### src/hdl/cbr_pkg.sv
`timescale 1ns / 1ps
`default_nettype none
// ----------------------------------------------------------------------------
// cbr_pkg
// Shared types and constants of the BLE response reassembler.
// ----------------------------------------------------------------------------
package cbr_pkg;

  // Fragment size limits, in bytes including header bytes
  localparam int unsigned MAX_FRAGMENT_SIZE = 512;
  localparam int unsigned MIN_FRAGMENT_SIZE = 4;

  localparam int unsigned POS_W     = 10;
  localparam int unsigned LEN_W     = 16;
  localparam int unsigned SEQ_W     = 7;
  localparam int unsigned CFG_IDX_W = 1;
  localparam int unsigned CFG_DAT_W = 16;

  localparam logic [POS_W-1:0] POS_MAX       = {POS_W{1'b1}};
  localparam logic [POS_W-1:0] FRAG_SIZE_MIN = POS_W'(MIN_FRAGMENT_SIZE);
  localparam logic [POS_W-1:0] FRAG_SIZE_MAX = POS_W'(MAX_FRAGMENT_SIZE);

  // Register reset values
  localparam logic [POS_W-1:0] FRAG_SIZE_RST = 10'd20;
  localparam logic [LEN_W-1:0] MAX_LEN_RST   = 16'd1024;

  // Register indexes
  localparam logic [CFG_IDX_W-1:0] REG_FRAGMENT_SIZE   = 1'b0;
  localparam logic [CFG_IDX_W-1:0] REG_MAX_MESSAGE_LEN = 1'b1;

  // Command bytes
  localparam logic [7:0] CMD_KEEPALIVE = 8'h82;
  localparam logic [7:0] CMD_MSG       = 8'h83;

  // Result status codes
  localparam logic [1:0] ST_OK      = 2'd0;
  localparam logic [1:0] ST_BAD_CMD = 2'd1;
  localparam logic [1:0] ST_SHORT   = 2'd2;
  localparam logic [1:0] ST_SEQ     = 2'd3;

  typedef enum logic [2:0] {
    PH_IDLE      = 3'd0,
    PH_LEN_HI    = 3'd1,
    PH_LEN_LO    = 3'd2,
    PH_INIT_DATA = 3'd3,
    PH_CONT_SEQ  = 3'd4,
    PH_CONT_DATA = 3'd5,
    PH_DRAIN     = 3'd6
  } phase_t;

endpackage
`default_nettype wire

### src/hdl/ctap_ble_reassembler_unit.sv
`timescale 1ns / 1ps
`default_nettype none
// ----------------------------------------------------------------------------
// ctap_ble_reassembler_unit
// Reassembles CTAP2 BLE response fragments into a stream of payload bytes.
// ----------------------------------------------------------------------------
// Feed received fragment bytes one word per cycle on the in_ stream, with
// in_tlast marking the last byte of each fragment. Every accepted word yields
// exactly one result word on the out_ stream: out_tuser flags a payload byte,
// and the result also carries message-done, a status code and, on completion,
// the clamped declared length. Throughput is one byte per cycle while the sink
// keeps up: the byte's state update and result are computed in one pass into
// the result register, and a new byte is taken whenever that register is
// empty or being drained in the same cycle. Keepalive fragments
// are skipped, short fragments, bad commands and sequence mismatches return
// an error status and rearm for a new initial fragment. Write the two
// configuration registers only while the stream is idle; a write takes effect
// on the next byte.
module ctap_ble_reassembler_unit (
  input  wire logic        clk,
  input  wire logic        rst_n,
  // configuration write port
  input  wire logic        cfg_wr_en,
  input  wire logic [0:0]  cfg_index,
  input  wire logic [15:0] cfg_wdata,
  // received fragment bytes
  input  wire logic        in_tvalid,
  output logic             in_tready,
  input  wire logic [7:0]  in_tdata,    // [7:0] data_byte
  input  wire logic        in_tlast,    // frag_end
  // results
  output logic             out_tvalid,
  input  wire logic        out_tready,
  output logic [31:0]      out_tdata,   // [7:0] payload_byte, [8] msg_done,
                                        // [10:9] status, [26:11] msg_length
  output logic             out_tuser    // payload_valid
);

  localparam int unsigned PW = cbr_pkg::POS_W;
  localparam int unsigned LW = cbr_pkg::LEN_W;
  localparam int unsigned SW = cbr_pkg::SEQ_W;

  // configuration
  logic [PW-1:0] frag_size_r;
  logic [LW-1:0] max_len_r;

  // reassembly state
  cbr_pkg::phase_t phase_r, phase_nxt;
  logic [PW-1:0]   frag_pos_r, frag_pos_nxt;
  logic [LW-1:0]   remaining_r, remaining_nxt;
  logic [LW-1:0]   total_len_r, total_len_nxt;
  logic [SW-1:0]   exp_seq_r, exp_seq_nxt;
  logic            skip_ka_r, skip_ka_nxt;

  // result register
  logic          out_valid_r;
  logic [7:0]    pbyte_r, pbyte_nxt;
  logic          pvalid_r, pvalid_nxt;
  logic          done_r, done_nxt;
  logic [1:0]    status_r, status_nxt;
  logic [LW-1:0] mlen_r, mlen_nxt;

  logic          accept;
  logic [PW-1:0] fsize;
  logic [LW-1:0] len_lo;
  logic          fin;

  // Take a new byte whenever the result register frees up this cycle
  assign in_tready = !out_valid_r || out_tready;
  assign accept    = in_tvalid && in_tready;

  // Clamp the fragment size into its legal range
  always_comb begin
    priority if (frag_size_r < cbr_pkg::FRAG_SIZE_MIN) begin
      fsize = cbr_pkg::FRAG_SIZE_MIN;
    end else if (frag_size_r > cbr_pkg::FRAG_SIZE_MAX) begin
      fsize = cbr_pkg::FRAG_SIZE_MAX;
    end else begin
      fsize = frag_size_r;
    end
  end

  assign len_lo = {total_len_r[LW-1:8], in_tdata};

  always_ff @(posedge clk) begin
    if (!rst_n) begin
      frag_size_r <= cbr_pkg::FRAG_SIZE_RST;
      max_len_r   <= cbr_pkg::MAX_LEN_RST;
    end else if (cfg_wr_en) begin
      unique case (cfg_index)
        cbr_pkg::REG_FRAGMENT_SIZE:   frag_size_r <= cfg_wdata[PW-1:0];
        cbr_pkg::REG_MAX_MESSAGE_LEN: max_len_r   <= cfg_wdata[LW-1:0];
        default: ;
      endcase
    end
  end

  // Per-byte state update and result
  always_comb begin
    phase_nxt     = phase_r;
    remaining_nxt = remaining_r;
    total_len_nxt = total_len_r;
    exp_seq_nxt   = exp_seq_r;
    skip_ka_nxt   = skip_ka_r;
    pbyte_nxt     = 8'd0;
    pvalid_nxt    = 1'b0;
    done_nxt      = 1'b0;
    status_nxt    = cbr_pkg::ST_OK;
    mlen_nxt      = '0;
    fin           = 1'b0;

    // Position restarts after each fragment end and saturates otherwise
    if (in_tlast) begin
      frag_pos_nxt = '0;
    end else if (frag_pos_r != cbr_pkg::POS_MAX) begin
      frag_pos_nxt = frag_pos_r + PW'(1);
    end else begin
      frag_pos_nxt = frag_pos_r;
    end

    unique case (phase_r)
      cbr_pkg::PH_IDLE: begin
        priority if (skip_ka_r) begin
          if (in_tlast) skip_ka_nxt = 1'b0;
        end else if (in_tdata == cbr_pkg::CMD_KEEPALIVE) begin
          if (!in_tlast) skip_ka_nxt = 1'b1;
        end else if (in_tdata == cbr_pkg::CMD_MSG) begin
          if (in_tlast) status_nxt = cbr_pkg::ST_SHORT;
          else          phase_nxt  = cbr_pkg::PH_LEN_HI;
        end else begin
          status_nxt = cbr_pkg::ST_BAD_CMD;
          if (!in_tlast) phase_nxt = cbr_pkg::PH_DRAIN;
        end
      end
      cbr_pkg::PH_LEN_HI: begin
        total_len_nxt = {in_tdata, 8'd0};
        if (in_tlast) begin
          status_nxt = cbr_pkg::ST_SHORT;
          phase_nxt  = cbr_pkg::PH_IDLE;
        end else begin
          phase_nxt  = cbr_pkg::PH_LEN_LO;
        end
      end
      cbr_pkg::PH_LEN_LO: begin
        // Clamp the declared length to the configured maximum message length
        total_len_nxt = (len_lo > max_len_r) ? max_len_r : len_lo;
        remaining_nxt = total_len_nxt;
        exp_seq_nxt   = '0;
        if (in_tlast) begin
          status_nxt = cbr_pkg::ST_SHORT;
          phase_nxt  = cbr_pkg::PH_IDLE;
        end else begin
          phase_nxt  = cbr_pkg::PH_INIT_DATA;
        end
      end
      cbr_pkg::PH_INIT_DATA, cbr_pkg::PH_CONT_DATA: begin
        // Drop bytes past the fragment size silently
        if (frag_pos_r < fsize) begin
          if (remaining_r == '0) begin
            fin = 1'b1;
          end else begin
            pbyte_nxt     = in_tdata;
            pvalid_nxt    = 1'b1;
            remaining_nxt = remaining_r - LW'(1);
            fin           = (remaining_r == LW'(1));
          end
        end
        if (fin) begin
          done_nxt  = 1'b1;
          mlen_nxt  = total_len_r;
          phase_nxt = in_tlast ? cbr_pkg::PH_IDLE : cbr_pkg::PH_DRAIN;
        end else if (in_tlast) begin
          phase_nxt = cbr_pkg::PH_CONT_SEQ;
        end
      end
      cbr_pkg::PH_CONT_SEQ: begin
        // Short fragment wins over the sequence check
        priority if (in_tlast) begin
          status_nxt = cbr_pkg::ST_SHORT;
          phase_nxt  = cbr_pkg::PH_IDLE;
        end else if (in_tdata != {1'b0, exp_seq_r}) begin
          status_nxt = cbr_pkg::ST_SEQ;
          phase_nxt  = cbr_pkg::PH_DRAIN;
        end else begin
          exp_seq_nxt = exp_seq_r + SW'(1);
          phase_nxt   = cbr_pkg::PH_CONT_DATA;
        end
      end
      cbr_pkg::PH_DRAIN: begin
        if (in_tlast) phase_nxt = cbr_pkg::PH_IDLE;
      end
      default: begin
        phase_nxt = cbr_pkg::PH_IDLE;
      end
    endcase
  end

  always_ff @(posedge clk) begin
    if (!rst_n) begin
      phase_r     <= cbr_pkg::PH_IDLE;
      frag_pos_r  <= '0;
      remaining_r <= '0;
      total_len_r <= '0;
      exp_seq_r   <= '0;
      skip_ka_r   <= 1'b0;
    end else if (accept) begin
      phase_r     <= phase_nxt;
      frag_pos_r  <= frag_pos_nxt;
      remaining_r <= remaining_nxt;
      total_len_r <= total_len_nxt;
      exp_seq_r   <= exp_seq_nxt;
      skip_ka_r   <= skip_ka_nxt;
    end
  end

  // Result register: load on accept, hold while the sink stalls
  always_ff @(posedge clk) begin
    if (!rst_n) begin
      out_valid_r <= 1'b0;
    end else if (accept) begin
      out_valid_r <= 1'b1;
    end else if (out_tready) begin
      out_valid_r <= 1'b0;
    end
  end

  always_ff @(posedge clk) begin
    if (accept) begin
      pbyte_r  <= pbyte_nxt;
      pvalid_r <= pvalid_nxt;
      done_r   <= done_nxt;
      status_r <= status_nxt;
      mlen_r   <= mlen_nxt;
    end
  end

  assign out_tvalid = out_valid_r;
  assign out_tdata  = {5'd0, mlen_r, status_r, done_r, pbyte_r};
  assign out_tuser  = pvalid_r;

  // Keepalive skipping only happens while waiting for an initial fragment
  a_skip_in_idle: assert property (@(posedge clk) disable iff (!rst_n)
    skip_ka_r |-> (phase_r == cbr_pkg::PH_IDLE))
    else $error("keepalive skip outside idle phase");

  // A payload byte or completion never carries an error status
  a_payload_ok: assert property (@(posedge clk) disable iff (!rst_n)
    (out_valid_r && (pvalid_r || done_r)) |-> (status_r == cbr_pkg::ST_OK))
    else $error("payload or completion with error status");

  // Input stalls only while a result waits on a stalled sink
  a_stall_cause: assert property (@(posedge clk) disable iff (!rst_n)
    !in_tready |-> (out_valid_r && !out_tready))
    else $error("input stalled without a pending result");

  // Completion reports the stored message length and leaves the data phases
  a_done_len: assert property (@(posedge clk) disable iff (!rst_n)
    (accept && done_nxt) |=> (mlen_r == total_len_r) &&
      (phase_r == cbr_pkg::PH_IDLE || phase_r == cbr_pkg::PH_DRAIN))
    else $error("completion with wrong length or phase");

endmodule
`default_nettype wire
### config.mk
export PLATFORM = sky130hd
export DESIGN_NAME = ctap_ble_reassembler_unit
export DESIGN_NICKNAME = d
export VERILOG_FILES = /design/src/hdl/cbr_pkg.sv /design/src/hdl/ctap_ble_reassembler_unit.sv
export SDC_FILE = /design/constraint.sdc
export NUM_CORES = 1
export LEC_CHECK = 0
export ABC_AREA = 1
export BUFFER_PORTS_ARGS = -buffer_cell sky130_fd_sc_hd__buf_4
export CAP_MARGIN = 20
export CORE_AREA = 5 5 154 82
export CTS_CLUSTER_SIZE = 14
export DETAILED_ROUTE_END_ITERATION = 8
export DIE_AREA = 0 0 159 87
export GPL_TIMING_DRIVEN = 0
export PLACE_DENSITY = 0.74
export SLEW_MARGIN = 40
export SYNTH_ARGS = -nofsm -noshare
export SYNTH_HDL_FRONTEND = slang
export SYNTH_SLANG_ARGS = --single-unit
### constraint.sdc
create_clock -name clk -period 4.4 [get_ports clk]
set_input_delay 0.66 -clock clk [delete_from_list [all_inputs] [get_ports clk]]
set_output_delay 0.66 -clock clk [all_outputs]
set_load 0.01 [all_outputs]
### Yosys cells after proc, flatten, opt, wreduce, memory -nomap -nowiden

Index checks and enable logic that the tools add are counted.

* output and inout port bits: 35
* bits of input ports: 31
* logic and storage cells: 110
* register bits after elaboration: 108

* reductions and logical operators: 23
* $add $sub $neg: 3
* bitwise logic cells: 3
* eq/ne operators: 20
* magnitude comparators: 4
* muxes and demuxes: 43

Operator list (count)
* $pmux W16 S2: 2
* $mux W16: 3
* $mux W10: 4
* $mux W3: 10
* $mux W2: 9
* $pmux W3 S6: 1
* $eq A16 B1 Y1 const B: 1
* $eq A8 B8 Y1 const B: 2
* $gt A16 B16 Y1: 1
* $logic_not A16 Y1: 1
* $ne A2 B2 Y1 const B: 8
* $sub A16 B1 Y16 const B: 1
* $mux W7: 2
* $pmux W7 S2: 1
* $reduce_and A2 Y1: 7
* $add A10 B1 Y10 const B: 1
* $gt A10 B10 Y1 const B: 1
* $lt A10 B10 Y1: 1
* $lt A10 B3 Y1 const B: 1
* $mux W1: 10
* $ne A10 B10 Y1 const B: 1
* $reduce_bool A2 Y1: 5
* $eq A3 B3 Y1 const B: 3
* $ne A8 B7 Y1: 1
* 14 further kinds: 19

### Depth between registers and ports, before layout

Gate-level depths: netlist (run 1).

* depth in word-level cells: 8
* gate-level depth with buffers: 19
* gate-level depth less buffers: 19

### Least setup slack after synthesis (run 1)

OpenSTA, ideal clock, no wires.

* path kind: input to register
* start point: input out_tready
* end point: register total_len_r[14]
* setup slack: 1.848 ns
* setup time: 0.134 ns
* path buffers: 1
* cell stages on the path: 9
* arrival: 2.418 ns
* required time: 4.266 ns
* cell sequence: inv_1 > nand2_1 > nand2_1 > clkinv_1 > nand2_1 > buf_2 > a21oi_1 > nand2_1 > a21oi_1

* cells in the longest elaborated chain, start to end: 3

Ends and longest elaborated chain
* from (decl): RTL line ctap_ble_reassembler_unit.sv:33 `input wire logic out_tready,`
* $logic_or A1 B1 Y1: RTL line ctap_ble_reassembler_unit.sv:69 `assign in_tready = !out_valid_r || out_tready;`
* net in_tready: RTL line ctap_ble_reassembler_unit.sv:28 `output logic in_tready,`
* $logic_and A1 B1 Y1: RTL line ctap_ble_reassembler_unit.sv:70 `assign accept = in_tvalid && in_tready;`
* net accept: RTL line ctap_ble_reassembler_unit.sv:63 `logic accept;`
* $reduce_and A2 Y1 (no source line)
* to (signal assigned): RTL line ctap_ble_reassembler_unit.sv:210 `total_len_r <= total_len_nxt;`
* to (decl): RTL line ctap_ble_reassembler_unit.sv:51 `logic [LW-1:0] total_len_r, total_len_nxt;`

The timed path passes the listed nets, and every way through them passes these cells.
A chain may end at the register's enable or synchronous reset.

### Worst setup path after layout (run 1)

* start point: register frag_size_r[5]
* end point: register mlen_r[6], data pin

* cells in the longest elaborated chain, start to end: 7
* elaborated cells between the ends (all ways): 8
* those cells by class: order compare (3); mux (4); reduce/logical (1)

Ends and longest elaborated chain
* from (decl): RTL line ctap_ble_reassembler_unit.sv:44 `logic [PW-1:0] frag_size_r;`
* from (signal assigned): RTL line ctap_ble_reassembler_unit.sv:87 `frag_size_r <= cbr_pkg::FRAG_SIZE_RST;`
* from (signal assigned): RTL line ctap_ble_reassembler_unit.sv:91 `cbr_pkg::REG_FRAGMENT_SIZE: frag_size_r <= cfg_wdata[PW-1:0];`
* $gt A10 B10 Y1: RTL line ctap_ble_reassembler_unit.sv:76 `end else if (frag_size_r > cbr_pkg::FRAG_SIZE_MAX) begin`
* $mux W10: RTL line ctap_ble_reassembler_unit.sv:76
* $mux W10 *: RTL line ctap_ble_reassembler_unit.sv:74 `priority if (frag_size_r < cbr_pkg::FRAG_SIZE_MIN) begin`
* $lt A10 B10 Y1 *: RTL line ctap_ble_reassembler_unit.sv:158 `if (frag_pos_r < fsize) begin`
* $mux W1 *: RTL line ctap_ble_reassembler_unit.sv:158
* $mux W1 *: RTL line ctap_ble_reassembler_unit.sv:121 `unique case (phase_r)`
* $reduce_and A2 Y1 (no source line) *
* to (signal assigned): RTL line ctap_ble_reassembler_unit.sv:233 `mlen_r <= mlen_nxt;`
* to (decl): RTL line ctap_ble_reassembler_unit.sv:61 `logic [LW-1:0] mlen_r, mlen_nxt;`

Every way passes the cells marked *; elsewhere a longest branch is shown, timed or not. The select of a mux whose other input is x is not followed.

==> impl_metrics.py, run 1 <==
metrics = {
    "status": {
        "outcome": "finished clean",
    },
    "floorplan": {
        "rows": 28,
        "die_h_um": 87,
        "start_util": 0.519,
        "die_area_sq_um": 13800,
        "io-pin-count": 66,
        "core_area_sq_um": 11300,
        "fp.dieW_um": 159,
    },
    "grt": {
        "grt_overflow_total": 0,
        "grt_pass1_vias": 4936,
        "grt_max_degree": 36,
        "grt_use_total": 0.236,
        "antenna_found_initial": 0,
        "grt_pass1_wl_um": 26000,
    },
    "synth": {
        "synth_cell_types": 46,
        "syn-cell-area_sq_um": 5880,
        "async_flop_share": 0,
        "ys_seq_elements": 108,
        "ys_seq_area_frac": 0.416,
        "dominantRegCellSynth": "dfxtp_1",
        "ys_top_cells_by_area": "dfxtp_1 27%, edfxtp_1 14%, nand2_1 10%, a21oi_1 7.4%, inv_1 6.2%",
        "syn_avg_cell_area_sq_um": 7.37,
        "synth_top_area_frac": 0.273,
        "synth_area_leader_cell": "dfxtp_1",
        "syn_inst": 797,
        "ys_warn_count": 0,
        "synth_edf_count": 28,
    },
    "final_layout": {
        "syn_to_final_growth_pct": 16.2,
        "fin_nets": 930,
        "regArea_sq_um": 2440,
        "diodes": 0,
        "multiInputGateArea_sq_um": 2890,
        "fin_area_sq_um": 6830,
        "num-fill-cells": 1079,
        "drive_gt1_frac": 0.126,
        "utilization": 0.603,
    },
    "power": {
        "p_per_area_nw_per_um2": 365,
        "power_leakage_nw": 2.94,
        "ir_worst_vdd_mv": 0.199,
        "p_total_mw": 2.49,
    },
    "placement": {
        "place.port_buffers": 58,
        "routabilityCongestion": 0.961,
        "place_hpwl_um": 12500,
        "dp_slack_ps": 1540,
        "post_dp_cell_area_sq_um": 6520,
    },
    "clock_network": {
        "cts_root_buf": "clkbuf_16",
        "clock-sinks": 108,
        "cts_tree": "yes",
        "clkTransAtPathRegs_ps": 80,
        "cts-buffers-inserted": 9,
        "clock_latency_ps": 360,
        "hold_buffers": 0,
        "cts_setup_buffers": 0,
        "cts.repair.resized": 0,
        "cts.htree.levels": 3,
        "clk_path_buf_depth": 2,
    },
    "route": {
        "wl_per_cell_um": 15.8,
        "totalWireLength_um": 16200,
        "viasPerCell": 5.44,
        "drc": 0,
        "first_iter_violations": 592,
        "dr.pass1.iters": 5,
        "final_antenna_net_count": 0,
        "vias": 5575,
    },
    "timing": {
        "fin_crit_sh": 0.654,
        "slew_headroom": 0.532,
        "rsz0062_at_grt": "no",
        "clock_skew_ps": 6.10,
        "hold_violations": 0,
        "setup_ws_ps": 1520,
        "setup_tns_ps": 0,
        "tightest_slew_ps": 694,
        "setup_viol": 0,
        "slew_viol_final": 0,
        "clock.fmax_mhz": 348,
        "fin_crit_ps": 2880,
    },
    "worst_setup_path": {
        "criticalPathCategory": "reg2reg",
        "cp-start-kind": "flop",
        "end_kind": "flop",
        "cp_max_fo": 10,
        "cp_data_required_time_ps": 4500,
        "arrival_ps": 2980,
    },
    "min_path": {
        "hold_class": "reg2reg",
    },
    "job": {
        "drv_cap": 0,
    },
}
[layer usage]
layer | global-route usage | vias to the layer above | part of all wire
met3 | 0.0671 | 14 | 0.12
met5 | 0.0245 | - | 0.0026
met1 | 0.375 | 2505 | 0.50
met4 | 0.0441 | 2 | 0.0079
li1 | - | 2764 | -
met2 | 0.309 | 290 | 0.37
[metrics by stage]
step | cells | hold WS (ps)
CTS | 1025 | 468
finish | 1025 | 468
floorplan | 801 | 441
global route | 1025 | 495
global placement | 1009 | 458
detailed placement | 1009 | 455
[synth_stat cells (2+ instances only)]
| cell type | number |
|---|---|
| inv_2 | 3 |
| or2_1 | 7 |
| buf_4 | 7 |
| clkbuf_1 | 16 |
| o21ai_0 | 67 |
| edfxtp_1 | 28 |
| o31ai_1 | 2 |
| a21oi_2 | 2 |
| nor3_1 | 19 |
| nand2_1 | 158 |
| buf_6 | 2 |
| o22ai_1 | 2 |
| nor2_1 | 97 |
| nand4_1 | 9 |
| nand3_1 | 20 |
| nor3_2 | 2 |
| xnor2_1 | 5 |
| nor2_2 | 2 |
| clkinv_1 | 2 |
| or2_2 | 2 |
| dfxtp_1 | 80 |
| o211ai_1 | 4 |
| o21ai_1 | 10 |
| ha_1 | 29 |
| a21oi_1 | 87 |
| buf_2 | 6 |
| inv_1 | 97 |
| xor2_1 | 9 |
| o21a_1 | 6 |
[sequential cells by signal (all words and copies together) (netlist names)]
name / cells
done_r: 1
exp_seq_r: 7
frag_pos_r: 10
frag_size_r: 10
max_len_r: 16
mlen_r: 16
out_tuser: 1
out_tvalid: 1
pbyte_r: 8
phase_r: 3
remaining_r: 16
skip_ka_r: 1
status_r: 2
total_len_r: 16
[cells in the final DEF, fill, tap and decap left out, drive strengths merged, types with 2 or more instances in the layout]
master	count
nand2	159
inv	105
nor2	99
a21oi	89
dfxtp	80
o21ai	78
buf	73
ha	29
edfxtp	28
clkbuf	25
nor3	22
nand3	21
nand4	10
xor2	9
or2	9
o21a	6
xnor2	5
conb	5
clkinv	5
o211ai	4
o31ai	3
o22ai	2
nor4	2
[path summary, 6_finish.rpt]
| path | from | end | slack (ps) | cells past startpoint |
|---|---|---|---|---|
| worst max-delay path | frag_size_r[5] | mlen_r[6] | 1520 | 13 |
| worst min-delay path | total_len_r[3] | total_len_r[3] | 470 | 2 |
| worst max register to register | frag_size_r[5] | mlen_r[6] | 1520 | 13 |
| worst min register to register | total_len_r[3] | total_len_r[3] | 470 | 2 |
[worst max-delay path, stage by stage, from the launching register on]
cell	delay [ps]
dfxtp_1	310
inv_1	60
nand2_1	60
nor2_1	170
nand4_1	110
nand2_1	200
nand2_1	90
ha_1	300
nand4_1	120
nor3_1	280
nand2_1	170
nand4_2	240
clkbuf_1	400
nor2_1	80
[cell type report]
type / instances / share of cell area
clock inverter: 7 / 0.0130
clock buffer: 9 / 0.0330
timing repair buffer: 58 / 0.0638
tap: 150 / 0.0275
buffer: 31 / 0.0242
sequential: 108 / 0.358
multi-input combinational: 559 / 0.424
inverter: 103 / 0.0572
[power by group]
part,leakage [nW],switching (mW),internal [mW],total (mW)
logic,1.85,0.363,0.181,0.544
clock network,0.153,0.429,0.412,0.841
registers,0.935,0.0354,1.07,1.11
total,2.94,0.828,1.66,2.49
[cells by family after synthesis]
| family | count (synthesis) | synth area share |
|---|---|---|
| buf+inv | 134 | 0.0943 |
| other cells | 1 | 0.000638 |
| compound gates | 188 | 0.174 |
| fa+ha+maj | 29 | 0.0618 |
| flops | 108 | 0.416 |
| xor+xnor | 14 | 0.0209 |
| simple gates | 323 | 0.233 |
No activity file was read; power rests on OpenSTA's default activity.
==> run 2, diff against run 1 <==
--- a/config.mk
+++ b/config.mk
@@ -5,15 +5,15 @@
 export SDC_FILE = /design/constraint.sdc
 export NUM_CORES = 1
 export LEC_CHECK = 0
-export ABC_AREA = 1
+export ABC_AREA = 0
 export BUFFER_PORTS_ARGS = -buffer_cell sky130_fd_sc_hd__buf_4
 export CAP_MARGIN = 20
-export CORE_AREA = 5 5 154 82
+export CORE_AREA = 5 5 157 84
 export CTS_CLUSTER_SIZE = 14
 export DETAILED_ROUTE_END_ITERATION = 8
-export DIE_AREA = 0 0 159 87
+export DIE_AREA = 0 0 162 89
 export GPL_TIMING_DRIVEN = 0
-export PLACE_DENSITY = 0.74
+export PLACE_DENSITY = 0.73
 export SLEW_MARGIN = 40
 export SYNTH_ARGS = -nofsm -noshare
 export SYNTH_HDL_FRONTEND = slang
==> constraint.sdc (replaced) <==
create_clock -name clk -period 2.7 [get_ports clk]
set_input_delay 0.405 -clock clk [delete_from_list [all_inputs] [get_ports clk]]
set_output_delay 0.405 -clock clk [all_outputs]
set_load 0.01 [all_outputs]
==> impl_metrics.py, run 2 <==
metrics = {
    "status": {
        "outcome": "finished, violations left",
        "violations": "negative setup slack",
    },
    "power": {
        "ir_worst_vdd_mv": 0.364,
        "p_per_area_nw_per_um2": 530,
        "power_leakage_nw": 3.05,
    },
    "synth": {
        "synth_cell_types": 76,
        "synth_top_area_frac": 0.260,
        "syn_avg_cell_area_sq_um": 8.80,
        "synth_area_leader_cell": "dfxtp_1",
        "synthTopCellsByCount": "108 x nand2_1, 80 x dfxtp_1, 47 x nor2_1, 30 x a21oi_1, 30 x o21ai_0",
        "dominantRegCellSynth": "dfxtp_1",
        "syn_inst": 699,
        "ys_seq_elements": 108,
        "ys_top_cells_by_area": "dfxtp_1 26%, edfxtp_1 14%, nand2_1 6.6%, ha_1 5.9%, a21boi_0 2.9%",
        "yosysMostFrequentCell": "nand2_1",
        "synth_edf_count": 28,
        "async_flop_share": 0,
        "ys_warn_count": 0,
        "ys_seq_area_frac": 0.397,
        "syn-cell-area_sq_um": 6150,
    },
    "clock_network": {
        "clock-sinks": 108,
        "cts_tree": "yes",
        "cts_root_buf": "clkbuf_16",
        "clkTransAtPathRegs_ps": 80,
        "cts-buffers-inserted": 9,
        "clock_latency_ps": 350,
        "cts.htree.levels": 3,
        "clk_path_buf_depth": 2,
    },
    "worst_setup_path": {
        "criticalPathCategory": "reg2reg",
        "crit_chain": "inv_1 > ha_1 > or3b_2 > nor2_4 > a311o_2 > a211oi_4 > buf_6 > o311ai_2 > o32ai_2",
        "crit_slowest_cell": "a211oi_4",
        "cp_max_fo": 7,
        "critical_path.startpoint": "remaining_r[0]",
        "arrival_ps": 3010,
        "cp-start-kind": "flop",
        "cp_slowest_stage_delay_ps": 440,
        "crit_buf_inv": 2,
        "cp_data_required_time_ps": 2970,
        "end_kind": "flop",
        "path_delay_family": "compound AO/OA/AOI/OAI gates",
        "r2r_start": "remaining_r[0]",
    },
    "timing": {
        "slew_headroom": 0.509,
        "slew_viol_final": 0,
        "rsz0062_at_grt": "yes",
        "hold_violations": 0,
        "setup_tns_ps": -166,
        "clock.fmax_mhz": 365,
        "fin_crit_sh": 1.02,
        "setup_viol": 11,
        "fin_crit_ps": 2740,
        "tightest_slew_ps": 733,
        "clock_skew_ps": 9.82,
        "setup_ws_ps": -42.1,
    },
    "final_layout": {
        "diodes": 0,
        "instances_no_fill": 961,
        "layout_common_cells": "107 x nand2_1, 92 x buf_4, 67 x dfxtp_1",
        "fin_nets": 866,
        "final_common_cell": "nand2_1",
        "utilization": 0.665,
        "syn_to_final_growth_pct": 25.0,
        "drive_gt1_frac": 0.263,
    },
    "floorplan": {
        "start_util": 0.532,
        "die_area_sq_um": 14400,
        "core_area_sq_um": 11600,
        "die_h_um": 89,
        "fp.dieW_um": 162,
        "rows": 28,
        "io-pin-count": 66,
    },
    "grt": {
        "grt_max_degree": 33,
        "grtUsageMet2": 0.384,
        "top_usage_layer": "met2",
        "grt_pass1_vias": 5435,
        "grt_pass1_wl_um": 29400,
        "grt_use_total": 0.263,
        "grt_use_met3": 0.0769,
        "use_met1": 0.384,
        "grt_overflow_total": 0,
        "antenna_found_initial": 0,
    },
    "min_path": {
        "min_from": "cfg_wdata[2]",
        "hold_class": "in2reg",
    },
    "route": {
        "totalWireLength_um": 19400,
        "viasPerCell": 6.14,
        "final_antenna_net_count": 0,
        "vias": 5899,
        "first_iter_violations": 718,
        "drc": 0,
        "dr.pass1.iters": 8,
        "wl_per_cell_um": 20.2,
    },
    "placement": {
        "routabilityCongestion": 0.979,
        "post-place-cells": 913,
        "place.port_buffers": 60,
        "place_hpwl_um": 13600,
    },
    "job": {
        "drv_cap": 0,
    },
}
[run 2: changes by cell type in the layout (fill, tap and decap cells not counted), sizes merged, moves of 8 or more]
cell / previous run / this run
buf: 73 / 106
inv: 105 / 33
nor2: 99 / 48
and2: 0 / 28
nor2b: 0 / 10
o21ai: 78 / 39
a21boi: 0 / 25
nand2: 159 / 109
mux2i: 0 / 14
or2: 9 / 1
a21oi: 89 / 32
[run 2: where the power goes]
group	switching (mW)	leakage (nW)	internal, mW	total, mW
Sequential	0.0591	0.938	1.72	1.78
Clock	0.672	0.142	0.653	1.33
Combinational	0.564	1.96	0.408	0.972
Total	1.29	3.05	2.78	4.08
[run 2: stage by stage]
step	worst slack, ps	power [mW]	area [sq um]	hold slack [ps]
3_3_place_gp	-487	2.58	6800	427
5_1_grt	-142	4.24	7690	280
6_report	-42.1	4.08	7690	278
2_1_floorplan	18.9	2.34	6160	417
3_5_place_dp	-574	2.60	6800	434
4_1_cts	7.16	3.97	7340	268
[run 2: path summary, 6_finish.rpt]
kind                                   endpoint  slack [ps]  depth (start not counted)
worst min register to register   total_len_r[0]         450                          2
worst min-delay path             frag_size_r[2]         280                          3
worst max-delay path            remaining_r[14]         -40                          9
worst max register to register  remaining_r[14]         -40                          9
[run 2: layout make-up]
type / instances / area [sq um]
Buffer: 37 / 234
Sequential cell: 108 / 2470
Clock buffer: 9 / 225
Clock inverter: 7 / 65.1
Fill cell: 974 / 3870
Multi-Input combinational cell: 531 / 3670
Timing Repair Buffer: 91 / 722
Inverter: 28 / 108
Tap cell: 150 / 188
[run 2: worst min-delay path, stage by stage]
cell     delay, ps
buf_4           90
nand2_1         40
nand3_1         70
[run 2: kinds of logic (layout without fill, tap and decap cells)]
kind of cell	Yosys count	count (layout)	share of synthesized area
compound gates	159	161	0.185
xor+xnor	28	28	0.0399
fa+ha+maj	29	29	0.0590
buf+inv	66	172	0.0533
flops	108	108	0.397
mux	15	15	0.0246
other cells	1	5	0.000610
simple gates	293	293	0.240
[run 2: repair_timing]
action	in CTS	in global routing
pin swaps	11	37
buffers inserted	20	12
setup endpoints to repair	60	61
hold buffers	0	0
endpoints found under the hold margin	0	0
resized for setup	25	75
gates cloned	2	1
[run 2: metal layers]
layer  wire length (um)  vias up
met2               7800      328
met1               8890     2809
met4                354        0
met5                  0        -
met3               2340       39
li1                   -     2723
